<file path="src/rtl/hccs_pkg.sv">
// Shared types and constants for the hierarchical cell containment search.
// Used by the controller, the datapath and the top level.
package hccs_pkg;

   // Cell identifier layout
   localparam int CELL_W        = 64;
   localparam int TOP_SKIP_BITS = 8;
   localparam int RES_BITS      = 4;
   localparam int BASE_BITS     = 7;
   localparam int DIGIT_BITS    = 3;
   localparam int RES_MSB       = CELL_W - TOP_SKIP_BITS - 1;
   localparam int RES_LSB       = RES_MSB - RES_BITS + 1;
   localparam int BODY_W        = RES_LSB;
   localparam int PREFIX_W      = 6;

   // Field widths of the request and the count register
   localparam int INDEX_W = 10;
   localparam int COUNT_W = 11;

   // Request opcodes
   localparam logic OP_WRITE = 1'b0;
   localparam logic OP_QUERY = 1'b1;

   typedef enum logic [1:0] {
      ST_IDLE,
      ST_CHECK,
      ST_COMPARE,
      ST_DONE
   } state_type;

   // Controller to datapath commands
   typedef struct packed {
      logic mem_wr;
      logic start;
      logic issue_rd;
      logic step;
      logic deliver;
   } ctrl_cmd_type;

   // Datapath to controller status
   typedef struct packed {
      logic searching;
      logic rsp_free;
   } dpath_stat_type;

   // Mask that keeps the top 'common' bits of a cell body
   function automatic logic [BODY_W-1:0] prefix_mask(input logic [PREFIX_W-1:0] common);
      logic [BODY_W-1:0] m;
      m = '0;
      for (int i = 0; i < BODY_W; i++) begin
         m[i] = ((7'(i) + 7'(common)) >= 7'(BODY_W));
      end
      return m;
   endfunction

endpackage

</file>
<file path="src/rtl/hccs_ctrl.sv">
// Search controller: sequences table writes, probes and result delivery.
// Depends on hccs_pkg.
module hccs_ctrl (
   input  logic                    clock,
   input  logic                    reset,
   input  logic                    req_valid,
   input  logic                    req_opcode,
   output logic                    req_stall,
   input  hccs_pkg::dpath_stat_type stat,
   output hccs_pkg::ctrl_cmd_type   cmd
);
   import hccs_pkg::*;

   state_type state_ff, state_in;
   logic      accept;

   // State register
   always_ff @(posedge clock) begin
      if (reset) begin
         state_ff <= ST_IDLE;
      end else begin
         state_ff <= state_in;
      end
   end

   // Next state and commands
   always_comb begin
      state_in  = state_ff;
      cmd       = '0;
      req_stall = (state_ff != ST_IDLE);
      accept    = req_valid && (state_ff == ST_IDLE);
      unique case (state_ff)
         ST_IDLE: begin
            if (accept && (req_opcode == OP_WRITE)) begin
               cmd.mem_wr = 1'b1;
            end
            if (accept && (req_opcode == OP_QUERY)) begin
               cmd.start = 1'b1;
               state_in  = ST_CHECK;
            end
         end
         ST_CHECK: begin
            if (stat.searching) begin
               cmd.issue_rd = 1'b1;
               state_in     = ST_COMPARE;
            end else begin
               state_in = ST_DONE;
            end
         end
         ST_COMPARE: begin
            cmd.step = 1'b1;
            state_in = ST_CHECK;
         end
         ST_DONE: begin
            if (stat.rsp_free) begin
               cmd.deliver = 1'b1;
               state_in    = ST_IDLE;
            end
         end
         default: state_in = ST_IDLE;
      endcase
   end

endmodule

</file>
<file path="config.mk">
export PLATFORM = sky130hd
export DESIGN_NAME = hccs_ctrl
export DESIGN_NICKNAME = d
export VERILOG_FILES = /design/src/rtl/hccs_pkg.sv /design/src/rtl/hccs_ctrl.sv
export SDC_FILE = /design/constraint.sdc
export NUM_CORES = 1
export LEC_CHECK = 0
export BUFFER_PORTS_ARGS = -buffer_cell sky130_fd_sc_hd__clkbuf_2
export CAP_MARGIN = 20
export CORE_AREA = 2 2 39 41
export CTS_CLUSTER_SIZE = 40
export DETAILED_ROUTE_END_ITERATION = 8
export DIE_AREA = 0 0 41 43
export REMOVE_ABC_BUFFERS = 1
export SLEW_MARGIN = 5
export SYNTH_ARGS = -nofsm -noshare
export SYNTH_HDL_FRONTEND = slang
export SYNTH_SLANG_ARGS = --single-unit
export TNS_END_PERCENT = 50
</file>
<file path="constraint.sdc">
create_clock -name clock -period 1.2 [get_ports clock]
set_input_delay 0.36 -clock clock [delete_from_list [all_inputs] [get_ports clock]]
set_output_delay 0.36 -clock clock [all_outputs]
set_load 0.02 [all_outputs]
</file>
== Yosys cells after proc, flatten, opt, wreduce, memory -nomap -nowiden ==
Cells that the tools add are included.
Storage, ports and cells
  flip-flop bits (word level): 2
  latch bits: 0
  memory bits (writable): 0
  ROM bits: 0
  input port bits: 6
  output and inout port bits: 6
  logic and storage cells: 25
  memories: 0
Operators by class
  add/subtract/negate cells: 0
  $mul: 0
  divide/modulo/power cells: 0
  order comparisons: 0
  equal/unequal tests: 5
  shift operators: 0
  multiplexer cells: 12
  bitwise logic cells: 1
  reduce and logical (&&, ||, !) cells: 6
Operators by type and width (number)
  1-bit 2-to-1 mux: 8
  2-bit case mux with 4 select lines: 1
  2-bit 2-to-1 mux: 3
  2-bit equality test, second input constant: 2
  1-bit logical AND: 3
  2-bit by 1-bit equality test with 1-bit output, second input constant: 1
  2-bit logical NOT: 1
  2-bit by 1-bit != test with 1-bit output, second input constant: 1
  2-bit != test, second input constant: 1
  2-bit AND reduction: 1
  2-bit nonzero test: 1
  1-bit NOT: 1

== Depth between registers and ports, before layout ==
Gate-level depths: netlist of run 1.
  depth in word-level cells: 5
  mapped depth: 3
  depth with buffers taken out: 3

== Worst setup path before layout of run 1 ==
OpenSTA, ideal clock, no wires.
  kind: reg2out
  from: reg state_ff[0]
  to: out cmd[4] in the netlist's numbering
  data arrival time: 959 ps
  path slack: -119 ps
  cell stages (with the launch flop): 4
  buffers on the path: 0
  path through: dfxtp_1 -> nor2_2 -> inv_2 -> nor3b_2
RTL lines
  start: declaration: RTL line hccs_ctrl.sv:14  | state_type state_ff, state_in;
  start signal: assignment: RTL line hccs_ctrl.sv:22  | state_ff <= state_in;
  end: declaration: RTL line hccs_ctrl.sv:10  | output hccs_pkg::ctrl_cmd_type cmd

==> run summary, run 1 <==
Power comes to 334 uW. The later pin in the worst-skew pair is clocked with a latency of 0.22 ns. During I/O placement, the number of pins put on the boundary was 12.

The largest registers in the layout are state_ff: 2 flops. Setup violations remaining at the end of the flow were counted as 6. Clock tree synthesis selected as its root buffer the cell sky130_fd_sc_hd__clkbuf_4. Entering global routing, the biggest net connects 6 pins. Power per standard cell area: 1120 nW/um2.

Between clock sinks in the finished design, the worst skew comes to 0.00209 ns. Critical path's slowest cell: sky130_fd_sc_hd__dfxtp_2. Initial detailed-routing violation count: 0. The clock buffer count from CTS was 3; the height of the die was 43 um. The tools report the achievable frequency as 723 MHz. The floorplan step defined a die boundary enclosing 1760 um2.

The synthesis-stage register bit count came out at 2. The run gives 0.15 ns as the setup slack of the most critical reg-to-reg path. The initial utilization of the core area, before any placement, comes to 10.0%. Final-stage net count: 38. The complex-gate fraction of the synthesized area is 25.2%, and the synthesized area is 139 um2. In the routed design, unresolved DRC markers number 0. Total count of max-transition violations in the final report: 0. Clock-pin slew was measured on the worst setup and hold paths at 0.03 ns.

The run gives 0.000142 uW as the cell leakage power. From synthesis to final layout, the design area changed by 114%. Setup repair after global routing could not meet its margin everywhere.

Summing the sequential cell areas from Yosys gives 28.8% of the chip area. The checks that failed: negative setup slack. The pre-CTS setup slack is -0.0158 ns.

The cell area after placement came out at 236 um2. Synthesis warning total: 0. No sink is reached through more buffers than the 2 on the longest clock path. The path class of the tightest hold or removal check is input pin to register. Multiplexer area fraction after synthesis: 0%.

The area share of and/or/nand/nor cells after synthesis is 40.5%. The flip-flop count of the largest register after layout works out to 2. Cell family contributing the most delay on the critical path: flip-flops. The first-pass GRT wire length was 476 um; the synthesized area per cell was 10.7 um2.

For the post-CTS setup buffer count, the log shows 0. Total length of routed wires: 339 um. Global routing consumed, over all layers together, 4.60% of the routing resources. Clock tree synthesis found a total of 2 sinks. After floorplanning, the core was divided into 14 placement rows. For the final non-filler cell area, the log shows 298 um2. Data on the critical path is required at its endpoint by 0.84 ns. The run gives -0.184 ns as the worst setup slack after layout. The worst-case IR drop observed on VDD is 0.431 mV. In this run the remaining antenna-violating nets after routing total 0.

Cells with a size suffix above 1 make up 83.3% of the layout. Counting buffers and inverters, the worst setup path is 4 cells deep. After Yosys synthesis, full adders, half adders and majority gates account for 0% of the synthesized area.

TritonCTS built the clock tree. The synthesized netlist contains 12 unique library cells. The area of the placeable core was 1380 um2; the actual transition at the worst max-transition pin was 0.224 ns.

For the number of endpoints with negative hold slack in the final report, the log shows 0. The number of buffer cells added on primary ports came out at 11. Highest fanout seen on the critical path: 3.

For the deepest level of the CTS H-tree, the log shows 1. Traced cell by cell, the critical path runs through nor2_4 > inv_2 > nor3b_2 > buf_4. The wire length per cell after detailed routing is 7.37 um, and the number of optimization iterations in the first detailed-route pass is 1. In the synthesized netlist, the number of instances is 13. Routability-driven placement finished with a final weighted congestion of 0.547. Post-route fraction of the period consumed by the critical path: 115%.

The stage delay of the slowest cell on the critical path is 0.33 ns, and the clock period minus final worst setup slack is 1.38 ns. Global routing finished with a remaining overflow of 0. The tools report the element type at the critical path end as an output pin. Counting both buffers and inverters, the worst setup path holds a total of 2. For the max capacitance violation total, the log shows 0.

The x dimension of the die is 41 um, and the number of antenna violations at the first check in global routing is 0. The detailed router placed 162 vias in this run. The largest family of logic cells by synthesized area is simple AND/OR/NAND/NOR gates. The worst pin sits at a relative slew slack of 85.1%.

The area share of xor/xnor cells in the synthesized design is 0%. Data arrival at the endpoint of the critical path: 1.02 ns. The critical path in this run is classified as register to output pin. The tools report the kind of start point of the critical path as a register. Number of buffers inserted for hold repair after clock tree synthesis: 0. The register with the most flip-flops in the final layout is state_ff. The routed via count divided by cell count is 3.52, and the via count of the first global-routing pass is 128. The repair_antennas step left the layout with diodes totalling 0. The worst hold path passes through 2 cells.

The flow ran to the end, but the final reports show violations. After routing, the total negative slack on setup checks comes to -0.742 ns. The length in cells of the worst reg-to-reg path was 4; the final design utilization was 21.5%.
-- what timing repair did --
item / in CTS / in global routing
pin swaps: 2 / 1
setup endpoints to repair: 6 / 6
resized for setup: 11 / 4
-- synth_stat cells, drive strengths merged --
library cell | number | share of area [%]
a2111oi | 1 | 20
a211oi | 1 | 5.4
nor2b | 1 | 4.5
nor3b | 1 | 9.0
and3 | 2 | 13
dfxtp | 2 | 29
and3b | 1 | 7.2
nor2 | 1 | 4.5
inv | 2 | 5.4
nand2 | 1 | 2.7
-- final timing paths --
check	to	from
worst max-delay path	cmd[4]	state_ff[0]$_SDFFE_PP0P_
worst min-delay path	state_ff[1]$_SDFFE_PP0P_	stat[0]
worst max register to register	state_ff[0]$_SDFFE_PP0P_	state_ff[0]$_SDFFE_PP0P_
worst min register to register	state_ff[1]$_SDFFE_PP0P_	state_ff[1]$_SDFFE_PP0P_
-- kinds of logic (layout without fill, tap and decap cells) --
family          count (synthesis)  after routing
compound gates                  2              2
simple gates                    7              7
flops                           2              2
buf+inv                         2             19
-- stage by stage --
| stage | hold slack [ns] | std cells |
|---|---|---|
| final | 0.332 | 46 |
| after detailed placement | 0.516 | 43 |
| after global placement | 0.512 | 43 |
| after CTS | 0.322 | 46 |
| after floorplan | 0.435 | 13 |
| after global routing | 0.335 | 46 |
-- power breakdown --
part	switching (uW)	total [uW]	internal, uW
combinational	49.4	108	58.1
sequential	8.48	81.5	73.1
clock	35.3	145	110
-- layout by cell type (no fill, tap or decap) --
cell                        n
sky130_fd_sc_hd__dfxtp_2    1
sky130_fd_sc_hd__clkbuf_8   2
sky130_fd_sc_hd__buf_2      1
sky130_fd_sc_hd__clkbuf_2   5
sky130_fd_sc_hd__nand2_1    1
sky130_fd_sc_hd__buf_6      1
sky130_fd_sc_hd__inv_1      1
sky130_fd_sc_hd__nor3b_2    1
sky130_fd_sc_hd__a211oi_1   1
sky130_fd_sc_hd__nor2b_1    1
sky130_fd_sc_hd__a2111oi_4  1
sky130_fd_sc_hd__and3_4     1
sky130_fd_sc_hd__inv_2      1
sky130_fd_sc_hd__dfxtp_4    1
sky130_fd_sc_hd__buf_4      4
sky130_fd_sc_hd__and3b_2    1
sky130_fd_sc_hd__and3_1     1
sky130_fd_sc_hd__nor2_4     1
sky130_fd_sc_hd__clkbuf_4   4
-- worst register-to-register path, cell delays in order (launching register included) --
cell,delay [ns]
sky130_fd_sc_hd__dfxtp_2,0.33
sky130_fd_sc_hd__buf_6,0.12
sky130_fd_sc_hd__and3b_2,0.20
sky130_fd_sc_hd__buf_4,0.14
sky130_fd_sc_hd__a2111oi_4,0.17
-- cell type report --
cell class	count	area (um2)
timing repair buffer	14	106
fill	154	1090
multi-input combinational	9	96.3
sequential	2	45.0
inverter	2	7.51
tap	16	20.0
clock buffer	3	22.5
-- layer usage --
metal	GRT usage (%)	up-vias	wire, um
met2	4.06	14	116
met4	8.00	0	15
li1	-	81	-
met1	5.73	65	150
met5	0	-	0
met3	1.57	2	56
(Power assumes the default switching activity.)
==> run 2, diff against run 1 <==
- BUFFER_PORTS_ARGS: -buffer_cell sky130_fd_sc_hd__clkbuf_2 -> -buffer_cell sky130_fd_sc_hd__buf_2
- MAX_ROUTING_LAYER: unset -> met4
==> run 2 against run 1 <==
Highest routed layer is now met3. Fmax down 0.80%. Routed wire length grew 5.6%. Die area did not move. Final cell count is 2.2% higher. Critical path depth unchanged. Critical endpoint unchanged. Global-route usage rose by 1.0 points. Clock power hardly changed. Utilization shrank 0.54 points. The flow still finishes with violations (negative setup slack).
==> run summary, run 2 (synthesis results as in run 1) <==
The run finished, with violations left. The final reports fail on negative setup slack. The clock-pin slew of the registers on the worst-case setup and hold paths is 0.03 ns (about the same), and the overall power is 332 uW (-0.63%). Final non-filler cell total: 47 (+2.2%). The required arrival time at the worst endpoint came out at 0.84 ns (about the same). The kind of start point of the critical path was a register. The tools report the cell area after placement as 244 um2 (+3.2%). TritonCTS built the clock tree. The floorplan die area is 1760 um2 (unchanged). The instance count after placement with tap cells included is 44 (+2.3%), and the clock buffer count from CTS is 3 (unchanged). The logs give 1 (unchanged) for the deepest level of the CTS H-tree and 85.3% (+0.21 points) for the relative slew slack. The number of buffers inserted for hold repair after clock tree synthesis came out at 0 (unchanged). The run gives 278 um as the detailed placer's ending HPWL.

The tools report the power dissipated by switching net loads as 94.1 uW (+0.95%). The number of rows created at floorplan came out at 14 (unchanged). In the layout the commonest cells are sky130_fd_sc_hd__buf_2 (7), sky130_fd_sc_hd__buf_4 (7), sky130_fd_sc_hd__clkbuf_4 (3). The first-pass GRT wire length is 579 um (+22%), and the x dimension of the die is 41 um (unchanged). Register containing the most flip-flops in the final layout: state_ff.

The number of endpoints with negative hold slack in the final report is 0 (unchanged). The highest routed metal layer is met3. Flip-flop count of the largest register after layout: 2 (unchanged).

The run gives 171 um (+14%) as the met1 routed wirelength after detailed routing. For the cell leakage power, the log shows 0.000144 uW (+1.1%). Element type at the critical path end: an output pin. Worst setup slack after layout: -0.195 ns (-0.0112 ns). For the number of remaining DRC errors, the log shows 0 (unchanged). The tools report the CTS root buffer as sky130_fd_sc_hd__clkbuf_4.

The layout cell share with drive strength beyond 1 was 83.9% (+0.54 points). The final-stage net count came out at 39 (+2.6%). For the met3 wirelength from detailed routing, the log shows 63 um (+13%). Walking the worst path, the cells encountered are nor2_4 > inv_2 > nor3b_2 > buf_4. The post-CTS setup buffer count came out at 0 (unchanged). The number of buffer cells added on primary ports is 11 (unchanged), and the routed via count divided by cell count is 3.38 (-3.9%). The run gives 0.00441 ns (+0.00233 ns) as the worst-case clock skew. The largest registers in the layout are state_ff: 2 flops. The run gives 159 (-1.9%) as the via total after detailed routing. The clock network power share came out at 44.2% (+0.7 points). The tools report the sequential group share of total power as 24.8% (+0.4 points).

The setup-violating endpoint count in the final report is 6 (unchanged), and the via count of the first global-routing pass is 155 (+21%). The tools report the total length of routed wires as 358 um (+5.6%). The number of antenna violations at the first check in global routing was 0 (unchanged); the switching portion of total power was 28.3% (+0.44 points). The post-route fraction of the period consumed by the critical path came out at 116% (+0.93 points). The number of optimization iterations in the first detailed-route pass came out at 2 (+1). For the total count of max-transition violations in the final report, the log shows 0 (unchanged). Setup repair after global routing could not meet its margin everywhere. The wire length per cell after detailed routing is 7.62 um (+3.4%), and the achievable frequency is 717 MHz (-0.80%).

The peak supply drop was 0.727 mV (+69%); the power per standard cell area was 1140 nW/um2 (+1.9%). The number of diodes was 0 (unchanged); the clock period minus final worst setup slack was 1.39 ns (+0.0112 ns). The critical path's slowest cell is sky130_fd_sc_hd__dfxtp_2. Area of the placeable core: 1380 um2 (unchanged).

Starting density of the core: 10.0% (unchanged). The actual transition at the worst max-transition pin is 0.221 ns (-0.00313 ns), and the I/O pin total is 12 (unchanged). The stage delay of the slowest cell on the critical path was 0.33 ns (about the same); the data arrival at the endpoint of the critical path was 1.03 ns (about the same). The tools report the global-route usage over all layers as 5.64% (+1.0 points). The logs give 2 (unchanged) for the largest buffer count on any clock path and 0.22 ns (about the same) for the insertion delay to the later sink of the worst-skew pair. The logs give 123 um (+6.0%) for the met2 wire length and 290 um2 (-2.5%) for the final non-filler cell area. The worst hold-check path type is input pin to register. The final design utilization is 21.0% (-0.54 points). The run gives 0 (unchanged) as the post-detailed-route count of antenna-violating nets. The logs give 2 (unchanged) for the number of clock sinks and 5 (-1) for the largest net degree at the start of global routing. The height of the die was 43 um (unchanged); the internal power component was 238 uW (-1.2%). The routability-driven placement congestion ratio was 0.560 (+2.4%).

The remaining global-route overflow came out at 0 (unchanged). The area growth from synthesis to layout is 109%. The run gives 31.1% (-1.1 points) as the fraction of power consumed by combinational cells.

The max capacitance violation total is 0 (unchanged), and the initial detailed-routing violation count is 4 (+4). The highest fanout seen on the critical path came out at 4 (+1). The critical path class is register to output pin.
-- run 2: cell count changes in the layout (fill, tap and decap cells not counted) --
cell and change:
sky130_fd_sc_hd__buf_2 +6, sky130_fd_sc_hd__buf_4 +3, sky130_fd_sc_hd__clkbuf_2 -5, sky130_fd_sc_hd__clkbuf_8 -2, sky130_fd_sc_hd__clkbuf_4 -1
-- run 2: layout make-up --
class	count	area (um2)
flip-flops and latches	2	45.0
fillers	156	1090
well taps	16	20.0
repair buffers	15	98.8
clock buffers	3	22.5
multi-input cells	9	96.3
inverters	2	7.51
-- run 2: through the flow --
stage          setup TNS [ns]  setup slack, ns  hold WS (ns)
2_1_floorplan          -0.119           -0.119         0.435
3_3_place_gp         -0.00276         -0.00276         0.568
3_5_place_dp          -0.0227          -0.0227         0.564
4_1_cts                -0.762           -0.198         0.322
5_1_grt                 -1.09           -0.270         0.329
6_report               -0.697           -0.195         0.328
-- run 2: worst paths after layout --
check                                         startpoint                       end  slack, ns  cells past startpoint
worst max-delay path            state_ff[1]$_SDFFE_PP0P_                    cmd[4]      -0.19                      4
worst min-delay path                             stat[0]  state_ff[1]$_SDFFE_PP0P_       0.33                      2
worst max register to register  state_ff[1]$_SDFFE_PP0P_  state_ff[0]$_SDFFE_PP0P_       0.22                      3
worst min register to register  state_ff[1]$_SDFFE_PP0P_  state_ff[1]$_SDFFE_PP0P_       0.57                      2
-- run 2: what timing repair did --
item | in CTS | in global routing
endpoints found under the setup margin | 6 | 6
pin swaps | 1 | 0
gates resized for setup | 8 | 1
-- run 2: power by group through the flow --
stage | Combinational, uW | Clock (uW) | Sequential (uW)
final | 103 | 147 | 82.3
after global routing | 113 | 166 | 83.4
after CTS | 102 | 154 | 82.5
after detailed placement | 95.8 | 0 | 80.4
after global placement | 95.0 | 0 | 80.0
after floorplan | 51.9 | 0 | 79.3
-- run 2: layer usage --
metal	vias to the layer above	global-route usage, %
met5	-	-
met3	0	6.81
met2	12	5.31
met4	0	4.00
li1	84	-
met1	63	6.05
-- run 2: critical path, delay by kind of cell (launching register included) --
kind,cells,cell delay (ns)
DFF,1,0.33
and+or+nand+nor,2,0.28
buffers and inverters,2,0.21
